===== config.mk =====
export PLATFORM = sky130hd
export DESIGN_NAME = autorange_voltmeter_frontend_unit
export DESIGN_NICKNAME = d
export VERILOG_FILES = /design/src/hw/rtl/avf_pkg.sv /design/src/hw/rtl/avf_mul.sv /design/src/hw/rtl/autorange_voltmeter_frontend_unit.sv
export SDC_FILE = /design/constraint.sdc
export NUM_CORES = 2
export LEC_CHECK = 0
export BUFFER_PORTS_ARGS = -buffer_cell sky130_fd_sc_hd__clkbuf_2
export CORE_UTILIZATION = 40
export DETAILED_ROUTE_END_ITERATION = 16
export GPL_TIMING_DRIVEN = 0
export SYNTH_ARGS = -nofsm -noshare
export SYNTH_HDL_FRONTEND = slang
export SYNTH_SLANG_ARGS = --single-unit

===== constraint.sdc =====
create_clock -name clk -period 17.4 [get_ports clk]
set_input_delay 1.74 -clock clk [delete_from_list [all_inputs] [get_ports clk]]
set_output_delay 1.74 -clock clk [all_outputs]
set_load 0.01 [all_outputs]

===== src/hw/rtl/avf_pkg.sv =====
// avf_pkg: shared types and constants of the autoranging voltmeter front end
// register indexes, range limits, reset gains, sequencer states, multiplier request
// no dependencies
package avf_pkg;

  localparam int GAIN_REGS = 5;
  localparam int FRAC_BITS = 14;
  localparam int MUL_W     = 32;
  localparam int ALPHA_W   = 17;
  localparam int COOL_W    = 16;
  localparam int MODE_W    = 3;
  localparam int RANGE_W   = 3;

  // configuration register indexes
  localparam logic [2:0] REG_GAIN_200MV = 3'd0;
  localparam logic [2:0] REG_GAIN_1000V = 3'd4;
  localparam logic [2:0] REG_ALPHA      = 3'd5;
  localparam logic [2:0] REG_COOLDOWN   = 3'd6;
  localparam logic [2:0] REG_MODE       = 3'd7;

  localparam logic [MODE_W-1:0] MODE_AUTO = 3'd5;

  localparam logic [ALPHA_W-1:0] ALPHA_MIN = 17'd655;
  localparam logic [ALPHA_W-1:0] ALPHA_ONE = 17'd65536;
  localparam logic [ALPHA_W-1:0] ALPHA_RST = 17'd16384;
  localparam logic [COOL_W-1:0]  COOL_RST  = 16'd200;

  localparam logic [31:0] GAIN_RST [GAIN_REGS] = '{
    32'd125123, 32'd1251225, 32'd12512253, 32'd125122581, 32'd625612903
  };

  // overload limit per range, and the 90% / 20% autorange thresholds
  localparam logic [31:0] LIMIT_UV [GAIN_REGS] = '{
    32'd250000, 32'd2500000, 32'd25000000, 32'd250000000, 32'd1200000000
  };
  localparam logic [31:0] UP_UV [GAIN_REGS] = '{
    32'd225000, 32'd2250000, 32'd22500000, 32'd225000000, 32'd1080000000
  };
  localparam logic [31:0] DN_UV [GAIN_REGS] = '{
    32'd50000, 32'd500000, 32'd5000000, 32'd50000000, 32'd240000000
  };

  typedef enum logic [2:0] {
    ST_IDLE,
    ST_FILT,
    ST_SMOOTH,
    ST_MUL,
    ST_EVAL
  } avf_state_t;

  typedef struct packed {
    logic [MUL_W-1:0] op_a;
    logic [MUL_W-1:0] op_b;
  } mul_req_t;

endpackage


===== src/hw/rtl/avf_mul.sv =====
// avf_mul: shared 32 x 32 unsigned multiplier with registered product
// depends on avf_pkg
module avf_mul (
  input  logic                           clk,
  input  avf_pkg::mul_req_t              req,
  output logic [2*avf_pkg::MUL_W-1:0]    prod_r
);
  import avf_pkg::*;

  logic [2*MUL_W-1:0] prod_nxt;

  assign prod_nxt = (2*MUL_W)'(req.op_a) * (2*MUL_W)'(req.op_b);

  always_ff @(posedge clk) begin
    prod_r <= prod_nxt;
  end

endmodule


===== src/hw/rtl/autorange_voltmeter_frontend_unit.sv =====
// autorange_voltmeter_frontend_unit: top level of the voltmeter front end
// smoothing filter, gain scaling and autorange sequencer around one multiplier
// depends on avf_pkg and avf_mul
//
// One transfer on the in_ channel carries an ADC code and a millisecond
// timestamp; one transfer on the out_ channel returns the reading for it.
// The code is smoothed by an exponentially weighted average (seeded from the
// first nonzero sample while the average is zero), scaled by the gain of the
// active range to microvolts, and in automatic mode the range steps up one
// above 90% of its overload limit or down one below 20%, at most once per
// cooldown. The filter product and the gain products all go through a single
// registered 32 x 32 multiplier, one product per pass; an item that causes
// a range step takes a second gain product for the new range. in_ready comes
// back high at the same edge at which out_valid rises. in_ready is low while
// an item is in work; a finished result sits in the output register and the
// next item is taken while it waits, but a result only stalls the sequencer if
// the previous one has still not been taken. The cfg_ channel is always ready
// and should be written only while no item is in work.
module autorange_voltmeter_frontend_unit #(
  parameter int ADC_BITS    = 10,
  parameter int RANGE_COUNT = 5
) (
  input  logic                          clk,
  input  logic                          rst_n,
  // input item channel
  input  logic                          in_valid,
  output logic                          in_ready,
  input  logic [ADC_BITS-1:0]           in_adc_code,
  input  logic [31:0]                   in_now_ms,
  // result channel
  output logic                          out_valid,
  input  logic                          out_ready,
  output logic [31:0]                   out_voltage_uv,
  output logic [avf_pkg::RANGE_W-1:0]   out_range_index,
  output logic                          out_range_changed,
  output logic                          out_overloaded,
  output logic                          out_overload_changed,
  output logic [23:0]                   out_filtered_code,
  // configuration write channel
  input  logic                          cfg_valid,
  output logic                          cfg_ready,
  input  logic [2:0]                    cfg_index,
  input  logic [31:0]                   cfg_data
);
  import avf_pkg::*;

  // smoothed value width, reading width and filter accumulator width
  localparam int SW = ADC_BITS + FRAC_BITS;
  localparam int UW = SW + 10;
  localparam int AW = SW + 18;
  localparam int TOP_INT = ((RANGE_COUNT < GAIN_REGS) ? RANGE_COUNT : GAIN_REGS) - 1;
  localparam logic [RANGE_W-1:0] TOP       = RANGE_W'(TOP_INT);
  localparam logic [RANGE_W-1:0] RANGE_RST = (TOP_INT < 2) ? TOP : RANGE_W'(2);

  // configuration registers
  logic [31:0]         gain_r [GAIN_REGS];
  logic [ALPHA_W-1:0]  alpha_r;
  logic [COOL_W-1:0]   cool_r;
  logic [MODE_W-1:0]   mode_r;

  // sequencer and item state
  avf_state_t          state_r, state_nxt;
  logic [ADC_BITS-1:0] code_r;
  logic [31:0]         now_r;
  logic [SW-1:0]       s_r, s_nxt;
  logic [RANGE_W-1:0]  range_r, range_nxt;
  logic [31:0]         last_r, last_nxt;
  logic                prior_ovl_r, prior_ovl_nxt;
  logic                chg_r, chg_nxt;
  logic                neg_r, neg_nxt;

  // output register
  logic                out_valid_r, out_valid_nxt;
  logic [31:0]         uv_out_r;
  logic [RANGE_W-1:0]  range_out_r;
  logic                chg_out_r, ovl_out_r, ovl_chg_out_r;
  logic [23:0]         filt_out_r;

  // datapath
  mul_req_t            mreq;
  logic [2*MUL_W-1:0]  prod_r;
  logic [ALPHA_W-1:0]  a_eff;
  logic [SW-1:0]       x_val, mag;
  logic [AW-1:0]       acc_base, acc_prod, acc;
  logic [SW+31:0]      prod_rnd;
  logic [UW-1:0]       uv;
  logic                auto_mode, cool_ok, go_up, go_dn, step, over, slot_free, load;

  // ---------------------------------------------------------------- config
  assign cfg_ready = 1'b1;

  always_ff @(posedge clk) begin
    if (!rst_n) begin
      for (int i = 0; i < GAIN_REGS; i++) begin
        gain_r[i] <= GAIN_RST[i];
      end
      alpha_r <= ALPHA_RST;
      cool_r  <= COOL_RST;
      mode_r  <= MODE_AUTO;
    end else if (cfg_valid) begin
      if (cfg_index inside {[REG_GAIN_200MV:REG_GAIN_1000V]}) begin
        gain_r[cfg_index] <= cfg_data;
      end else begin
        case (cfg_index)
          REG_ALPHA:    alpha_r <= cfg_data[ALPHA_W-1:0];
          REG_COOLDOWN: cool_r  <= cfg_data[COOL_W-1:0];
          REG_MODE:     mode_r  <= cfg_data[MODE_W-1:0];
          default:      ;
        endcase
      end
    end
  end

  // ------------------------------------------------------- shared multiplier
  // alpha clamped to 0.01 .. 1.0
  always_comb begin
    if (alpha_r < ALPHA_MIN) begin
      a_eff = ALPHA_MIN;
    end else if (alpha_r > ALPHA_ONE) begin
      a_eff = ALPHA_ONE;
    end else begin
      a_eff = alpha_r;
    end
  end

  // new sample in Q.14 and the magnitude of its distance to the average
  assign x_val   = {code_r, {FRAC_BITS{1'b0}}};
  assign neg_nxt = (x_val < s_r);
  assign mag     = neg_nxt ? (s_r - x_val) : (x_val - s_r);

  // filter pass: alpha * |x - s|, gain pass: s * gain
  always_comb begin
    if (state_r == ST_FILT) begin
      mreq.op_a = MUL_W'(a_eff);
      mreq.op_b = MUL_W'(mag);
    end else begin
      mreq.op_a = gain_r[range_r];
      mreq.op_b = MUL_W'(s_r);
    end
  end

  avf_mul u_mul (
    .clk    (clk),
    .req    (mreq),
    .prod_r (prod_r)
  );

  // ewma: s*65536 + a*(x - s) + half, then drop 16 bits
  assign acc_base = AW'({s_r, 16'h0000}) + AW'(32'h0000_8000);
  assign acc_prod = AW'(prod_r[SW+16:0]);
  assign acc      = neg_r ? (acc_base - acc_prod) : (acc_base + acc_prod);

  // reading in microvolts, rounded half up, kept unsaturated
  assign prod_rnd = prod_r[SW+31:0] + (SW+32)'(32'h0020_0000);
  assign uv       = prod_rnd[SW+31:22];

  // ---------------------------------------------------------- range decision
  assign auto_mode = (mode_r >= MODE_AUTO);
  assign cool_ok   = ((now_r - last_r) >= 32'(cool_r));
  assign go_up     = (uv > UW'(UP_UV[range_r]));
  assign go_dn     = !go_up && (uv < UW'(DN_UV[range_r]));
  assign step      = !chg_r && auto_mode && cool_ok &&
                     ((go_up && (range_r < TOP)) || (go_dn && (range_r != '0)));
  assign over      = (uv > UW'(LIMIT_UV[range_r]));
  assign slot_free = !out_valid_r || out_ready;
  assign load      = (state_r == ST_EVAL) && !step && slot_free;

  // ------------------------------------------------------------- sequencer
  always_comb begin
    state_nxt = state_r;
    case (state_r)
      ST_IDLE: begin
        if (in_valid) state_nxt = ST_FILT;
      end
      ST_FILT:   state_nxt = ST_SMOOTH;
      ST_SMOOTH: state_nxt = ST_MUL;
      ST_MUL:    state_nxt = ST_EVAL;
      ST_EVAL: begin
        if (step) begin
          state_nxt = ST_MUL;
        end else if (slot_free) begin
          state_nxt = ST_IDLE;
        end
      end
      default:   state_nxt = ST_IDLE;
    endcase
  end

  assign in_ready = (state_r == ST_IDLE);

  // item state updates
  always_comb begin
    s_nxt         = s_r;
    range_nxt     = range_r;
    last_nxt      = last_r;
    chg_nxt       = chg_r;
    prior_ovl_nxt = prior_ovl_r;
    out_valid_nxt = out_valid_r && !out_ready;
    case (state_r)
      ST_IDLE: begin
        chg_nxt = 1'b0;
      end
      ST_SMOOTH: begin
        // zero average takes the sample as seed
        s_nxt = (s_r == '0) ? x_val : acc[SW+15:16];
        if (!auto_mode) begin
          range_nxt = (mode_r > TOP) ? TOP : mode_r;
        end
      end
      ST_EVAL: begin
        if (step) begin
          range_nxt = go_up ? (range_r + RANGE_W'(1)) : (range_r - RANGE_W'(1));
          last_nxt  = now_r;
          chg_nxt   = 1'b1;
        end else if (slot_free) begin
          prior_ovl_nxt = over;
          out_valid_nxt = 1'b1;
        end
      end
      default: ;
    endcase
  end

  always_ff @(posedge clk) begin
    if (!rst_n) begin
      state_r     <= ST_IDLE;
      s_r         <= '0;
      range_r     <= RANGE_RST;
      last_r      <= '0;
      chg_r       <= 1'b0;
      prior_ovl_r <= 1'b0;
      out_valid_r <= 1'b0;
    end else begin
      state_r     <= state_nxt;
      s_r         <= s_nxt;
      range_r     <= range_nxt;
      last_r      <= last_nxt;
      chg_r       <= chg_nxt;
      prior_ovl_r <= prior_ovl_nxt;
      out_valid_r <= out_valid_nxt;
    end
  end

  // item payload and the sign of the filter step
  always_ff @(posedge clk) begin
    if (in_valid && in_ready) begin
      code_r <= in_adc_code;
      now_r  <= in_now_ms;
    end
    if (state_r == ST_FILT) begin
      neg_r <= neg_nxt;
    end
  end

  // result register, saturated to 32 bits
  always_ff @(posedge clk) begin
    if (load) begin
      uv_out_r      <= (uv > UW'(32'hFFFF_FFFF)) ? 32'hFFFF_FFFF : uv[31:0];
      range_out_r   <= range_r;
      chg_out_r     <= chg_r;
      ovl_out_r     <= over;
      ovl_chg_out_r <= (over != prior_ovl_r);
      filt_out_r    <= 24'(s_r);
    end
  end

  assign out_valid            = out_valid_r;
  assign out_voltage_uv       = uv_out_r;
  assign out_range_index      = range_out_r;
  assign out_range_changed    = chg_out_r;
  assign out_overloaded       = ovl_out_r;
  assign out_overload_changed = ovl_chg_out_r;
  assign out_filtered_code    = filt_out_r;

  // ------------------------------------------------------------ assertions
  a_busy_after_accept: assert property (@(posedge clk) disable iff (!rst_n)
    in_valid && in_ready |=> !in_ready)
    else $error("in_ready high right after an input transfer");

  a_range_in_bounds: assert property (@(posedge clk) disable iff (!rst_n)
    range_r <= TOP)
    else $error("active range above top range");

  a_prior_ovl_tracks: assert property (@(posedge clk) disable iff (!rst_n)
    load |=> (prior_ovl_r == out_overloaded))
    else $error("overload history not updated with result");

  a_step_stamps_time: assert property (@(posedge clk) disable iff (!rst_n)
    load |=> (!out_range_changed || (last_r == $past(now_r))))
    else $error("range step without cooldown timestamp");

endmodule

# Yosys cells after proc, flatten, opt, wreduce, memory -nomap -nowiden

Memories as Yosys holds them, arrays and structs flattened. A register that Yosys moved wholly into a read port is not among the register bits.
Index checks and enable logic that the tools add are counted.

Word-level logic and storage cells: 131
Bits of input ports: 82
Bits in writable memories: 160
Output and inout port bits: 65
Register bits after elaboration: 262
Bits in read-only memories: 768
Memories kept: 4

$add $sub $neg: 9
Muxes and demuxes: 36
$lt $le $gt $ge: 14
Reductions and logical operators: 32
Equality and inequality tests: 12
Multiply operators: 1
Bitwise gates (word level): 3

Memories:

| name            | depth | bits a word | rd ports | clocked after memory_dff | write ports | RTL line                                 | RTL |
|---|---|---|---|---|---|---|---|
| (no name shown) | 8     | 32          | 1        | 0                        | 0           | autorange_voltmeter_frontend_unit.sv:164 | `assign over = (uv > UW'(LIMIT_UV[range_r]));` |
| (no name shown) | 8     | 32          | 1        | 0                        | 0           | autorange_voltmeter_frontend_unit.sv:161 | `assign go_dn = !go_up && (uv < UW'(DN_UV[range_r]));` |
| (no name shown) | 8     | 32          | 1        | 0                        | 0           | autorange_voltmeter_frontend_unit.sv:160 | `assign go_up = (uv > UW'(UP_UV[range_r]));` |
| gain_r          | 5     | 32          | 1        | 1                        | 5           | autorange_voltmeter_frontend_unit.sv:56  | `logic [31:0] gain_r [GAIN_REGS];` |

Operator list:

| cell                     | number |
|---|---|
| $mux W32                 | 7 |
| $gt A34 B32 Y1           | 2 |
| $mux W64                 | 1 |
| $add A56 B22 Y56 const B | 1 |
| $mul A32 B32 Y56         | 1 |
| $mux W24                 | 2 |
| $sub A24 B24 Y24         | 2 |
| $add A40 B16 Y40 const B | 1 |
| $add A40 B40 Y40         | 1 |
| $mux W40                 | 1 |
| $sub A40 B40 Y40         | 1 |
| $gt A34 B32 Y1 const B   | 1 |
| $lt A34 B32 Y1           | 1 |
| $mux W17                 | 2 |
| $ge A32 B16 Y1           | 1 |
| $reduce_or A32 Y1        | 1 |
| $sub A32 B32 Y32         | 1 |
| $mux W3                  | 10 |
| $logic_not A24 Y1        | 1 |
| $lt A24 B24 Y1           | 1 |
| $gt A17 B17 Y1 const B   | 1 |
| $lt A17 B10 Y1 const B   | 1 |
| $pmux W3 S5              | 1 |
| $reduce_and A3 Y1        | 5 |
| other kinds (26)         | 60 |

# Logic depth before layout (Yosys ltp)

Word-level depth: 14
Mapped depth: 41
Gate-level depth less buffers: 39

# Cells and area by module

From an unflattened synthesis, not the netlist that was laid out.

Cells, all modules: 6296
Area, all modules: 61840.6 um^2

Modules (own cells, without submodules):

| module                            | seq. area each (um^2) | area an instance (um^2) | instances | cells an instance |
|---|---|---|---|---|
| avf_mul                           | 1281.2                | 34647.0                 | 1         | 3765 |
| autorange_voltmeter_frontend_unit | 12922.4               | 27193.6                 | 1         | 2531 |

# Worst setup path before layout

OpenSTA, ideal clock, no wires.

Path type: reg-to-reg
From: register s_r[19]
To: register u_mul.prod_r[48] (netlist bit)
Required time: 17318 ps
Library setup time: 82 ps
Buffers on the path: 3
Stages on the path, launching flop included: 40
Setup slack: 7415 ps
Arrival time: 9903 ps
Period minus slack after synthesis: 9985 ps
Cells stage by stage: dfxtp_1 > clkbuf_1 > inv_1 > ha_1 > a21o_1 > a21o_1 > a2111o_1 > a31oi_1 > nor2_1 > buf_2 > nand2_1 > a21oi_1 > xnor2_1 > clkbuf_1 > nor2_1 > fa_1 > inv_1 > fa_1 > (+4 left out) > inv_1 > fa_1 > inv_1 > fa_1 > inv_1 > fa_1 > inv_1 > ha_1 > a211o_1 > a211oi_1 > a211oi_1 > a31o_2 > a31oi_2 > a221oi_1 > a221oi_1 > o21ai_0 > a2111o_1 > o2111ai_1

Cells in the longest elaborated chain, start to end: 4
Elaborated cells between the ends (all ways): 6
Those cells by class: add/sub (2); mul (1); order compare (1); mux (2)

Ends and longest elaborated chain:

| what                                                      | RTL line                                                                           | RTL |
|---|---|---|
| start, declared                                           | autorange_voltmeter_frontend_unit.sv:65                                            | `logic [SW-1:0] s_r, s_nxt;` |
| start signal, assigned                                    | autorange_voltmeter_frontend_unit.sv:235                                           | `s_r <= s_nxt;` |
| $sub A24 B24 Y24 / $lt A24 B24 Y1 (equally long branches) | autorange_voltmeter_frontend_unit.sv:129, autorange_voltmeter_frontend_unit.sv:128 |  |
| $mux W24                                                  | autorange_voltmeter_frontend_unit.sv:129                                           | `assign mag = neg_nxt ? (s_r - x_val) : (x_val - s_r);` |
| $mux W64 (*)                                              | autorange_voltmeter_frontend_unit.sv:133                                           | `if (state_r == ST_FILT) begin` |
| $mul A32 B32 Y56 (*)                                      | avf_mul.sv:12                                                                      | `assign prod_nxt = (2*MUL_W)'(req.op_a) * (2*MUL_W)'(req.op_b);` |
| via u_mul.prod_nxt[48]                                    | avf_mul.sv:10                                                                      | `logic [2*MUL_W-1:0] prod_nxt;` |
| end signal, assigned                                      | avf_mul.sv:15                                                                      | `prod_r <= prod_nxt;` |
| end, declared                                             | avf_mul.sv:6                                                                       | `output logic [2*avf_pkg::MUL_W-1:0] prod_r` |

The timed path passes the listed nets; every way through them passes the cells marked *.
A chain may end at the register's enable or synchronous reset.

# Worst setup path after layout

From: register s_r[14]
To: register u_mul.prod_r[51] (netlist bit)

Cells in the longest elaborated chain, start to end: 4
Elaborated cells between the ends (all ways): 6
Those cells by class: add/sub (2); mul (1); order compare (1); mux (2)

Ends and longest elaborated chain:

| what                   | RTL line                                 | RTL |
|---|---|---|
| $lt A24 B24 Y1         | autorange_voltmeter_frontend_unit.sv:128 | `assign neg_nxt = (x_val < s_r);` |
| via neg_nxt            | autorange_voltmeter_frontend_unit.sv:70  | `logic neg_r, neg_nxt;` |
| $mux W24               | autorange_voltmeter_frontend_unit.sv:129 |  |
| $mux W64               | autorange_voltmeter_frontend_unit.sv:133 |  |
| $mul A32 B32 Y56       | avf_mul.sv:12                            |  |
| via u_mul.prod_nxt[51] | avf_mul.sv:10                            |  |

The timed path passes the listed nets, and every way through them passes these cells.

==> run_results.csv <==
group,metric,value,unit
timing,setup_viol,0,
floorplanning,die_area,135000,sq um
worst_setup_path,cp-start-kind,"register",
hold_path,hp-start,"s_r[23]",
routing,drtAntennaViolNets,0,
logic_synthesis,synth_warnings,0,
floorplanning,rows,133,
logic_synthesis,yosys.area.top_type,"fa_1",
logic_synthesis,synth_compound_area_frac,0.0920,
clocking,cts_tree,"done",
worst_setup_path,reg2reg_slack,3480,ps
worst_setup_path,crit_type,"register to register",
clocking,insertion_delay,700,ps
logic_synthesis,synth-async-reset-ratio,0,
timing,drv_slew,0,
floorplanning,core,132000,sq um
logic_synthesis,synthMuxAreaShare,0.0375,
timing,min_period,13920,ps
power,power_leakage,26.2,nW
timing,max_freq,71.8,MHz
power,power.density,199,nW/um^2
layout,drive_above_1_share,0.0832,
floorplanning,die_y,368,microns
worst_setup_path,crit_path_top_delay_cell,"xor2_1",
hold_path,hold_path_depth,0,
clocking,h-tree-depth,2,
layout,n_fill_cell,12900,
global_routing,antenna_found_initial,9,
global_routing,grt_util_all_layers,0.263,
logic_synthesis,synth_edf_count,361,
clocking,clockRootBuffer,"clkbuf_16",
hold_path,holdPathEnd,"out_filtered_code[23]",
global_routing,overflow,0,
placement,port_buffers,144,
logic_synthesis,ys_dominant_reg_cell,"edfxtp_1",
run_status,status,"complete, but fails checks",
worst_setup_path,worstPathRequired,17980,ps
placement,dpl-instance-area,57100,sq um
logic_synthesis,syn_area,53500,sq um
power,ir_drop,0.354,mV
logic_synthesis,synth.area.top_cells,"fa_1, edfxtp_1, ha_1",
logic_synthesis,yosys.cell_types.count,101,
worst_setup_path,crit_fanout,10,
job,max-cap-violations,2,
routing,via_count,41600,
routing,dr.first_iter.drc_count,3683,
layout,design_area,59100,sq um
routing,route.detailed.drc,0,
layout,multiInputGateArea,35600,sq um
worst_setup_path,end_kind,"register",
clocking,cts_resized,0,
worst_setup_path,arrival,14500,ps
clocking,post_cts.repair.setup_buffers,0,
global_routing,grt_pass1_wl,266000,microns
worst_setup_path,reg2reg_depth,35,
timing,fin_worst_skew,48.7,ps
layout,final_common_cell,"inv_1",
timing,tns,0,ps
logic_synthesis,ys_seq_elements,521,
timing,rsz0062_at_grt,"false",
layout,most-common-layout-cells,"inv_1, fa_1, nor2_1",
clocking,cts_sinks,521,
layout,regArea,14000,sq um
logic_synthesis,synth_xor_area_frac,0.0261,
floorplanning,die_w,368,microns
clocking,clk_pin_slew,60,ps
timing,hold_viol_final,0,
timing,slew_headroom,0.00264,
timing,post-route-period-util,0.800,
routing,viasPerCell,5.47,
worst_setup_path,r2r-start,"s_r[14]",
logic_synthesis,postSynthCellCount,5477,
worst_setup_path,r2r-end,"u_mul.prod_r[51]",
floorplanning,initial_core_util,0.405,
layout,final_nets,6971,
power,fin_total_pwr,11.8,mW
logic_synthesis,synth_fa_ha_area_frac,0.350,
logic_synthesis,synthDominantCellAreaShare,0.248,
logic_synthesis,ys_seq_area_frac,0.262,
placement,place.gp.congestion,1.01,
run_status,violations,"capacitance limit",
clocking,clockBufferDepth,3,
clocking,cts-buffers-inserted,59,
hold_path,hp-class,"register to register",
logic_synthesis,yosys.area_share.simple,0.151,
worst_setup_path,crit_top_cell,"fa_1",
global_routing,grt_max_degree,33,
routing,drt-total-wl,179000,microns
placement,dp_hpwl,144000,microns
timing,worstMarginPinSlew,1490,ps
worst_setup_path,slowest_delay,1000,ps
layout,area_growth,10.5,%
clocking,ctsHoldBuffers,0,
logic_synthesis,synth_top_family_by_area,"adder cells",
floorplanning,io_pins,147,
routing,wl_per_cell,23.5,microns
logic_synthesis,syn_avg_cell_area,9.77,sq um
global_routing,grt_pass1_vias,42200,
routing,drtPass1Iterations,5,
-- worst max path at each step --
stage,from,to,slack (ps),cells after the start
final,s_r[14],u_mul.prod_r[51],3480,35
after CTS,s_r[14],u_mul.prod_r[51],3880,35
after floorplan,s_r[19],u_mul.prod_r[48],7420,39
after detailed placement,s_r[14],u_mul.prod_r[51],3960,35
after global placement,s_r[14],u_mul.prod_r[51],3950,35
after global routing,s_r[14],u_mul.prod_r[51],3360,35
-- registers in the layout, summed over array words and instances, names as in the netlist, named ones only --
register	cells
out_overload_changed	1
alpha_r	17
out_voltage_uv	32
gain_r	256
u_mul.prod_r	56
now_r	32
state_r	3
neg_r	1
out_valid	1
s_r	24
out_overloaded	1
code_r	10
cool_r	16
out_range_changed	1
mode_r	3
out_filtered_code	24
out_range_index	3
chg_r	1
range_r	3
last_r	32
prior_ovl_r	1
-- layout make-up --
cell class,instances,area share
inverter,886,0.0562
buffer,240,0.0168
timing repair buffer,156,0.0161
sequential,521,0.237
multi-input combinational,3925,0.602
antenna,4,0.000169
clock inverter,33,0.00620
clock buffer,79,0.0283
tap,1755,0.0371
-- cell families after synthesis --
| logic type | Yosys count |
|---|---|
| DFF | 521 |
| buffers and inverters | 1126 |
| AOI/OAI and AO/OA | 723 |
| xor gates and xnor gates | 158 |
| adders and majority gates | 1100 |
| muxes | 118 |
| other | 2 |
| and+or+nand+nor | 1729 |
-- report_power, final --
group	total, mW	switching, mW	internal [mW]
combinational	8.77	5.59	3.19
sequential	1.68	0.140	1.54
clock	1.31	0.562	0.746
-- through the flow --
stage                     utilization  std cells  setup WS, ps  hold slack (ps)
after detailed placement        0.432       7483          3960              420
after floorplan                     -       5572          7420              406
after global routing            0.447       7596          3360              443
after CTS                       0.447       7595          3880              435
final                           0.448       7599          3480              434
after global placement          0.430       7471          3950              414
-- cells in the mapped netlist, types with 19 or more instances --
cell type,instances
mux2i_1,35
and2_1,113
mux4_2,64
inv_1,884
dfxtp_1,160
nor2_1,606
xnor2_1,114
a21oi_2,35
nand2b_1,106
a21o_1,69
nand2_1,490
nor3_1,44
fa_1,662
a31oi_1,26
xor2_1,42
nand4_1,73
a21oi_1,213
o21bai_1,19
clkbuf_1,197
and3_1,42
o21a_1,34
or3_1,60
edfxtp_1,361
nor2b_1,34
or2_2,37
a211oi_1,24
o21ai_0,86
ha_1,438
a31o_1,34
nand3_1,63
-- worst max-delay path: cells and delay by family, from the launching register on --
kind | cells | cell delay, ps
adders and majority gates | 10 | 5110
AOI/OAI and AO/OA | 10 | 3480
buffers and inverters | 7 | 1750
and+or+nand+nor | 6 | 1540
xor gates and xnor gates | 2 | 1130
DFF | 1 | 790
-- layer usage --
layer,track usage,up-vias,share of wire
met3,0.0466,388,0.079
met2,0.416,1705,0.45
li1,-,18500,-
met5,0,-,0.00043
met4,0.116,12,0.049
met1,0.353,21000,0.42
(Power assumes the default switching activity.)
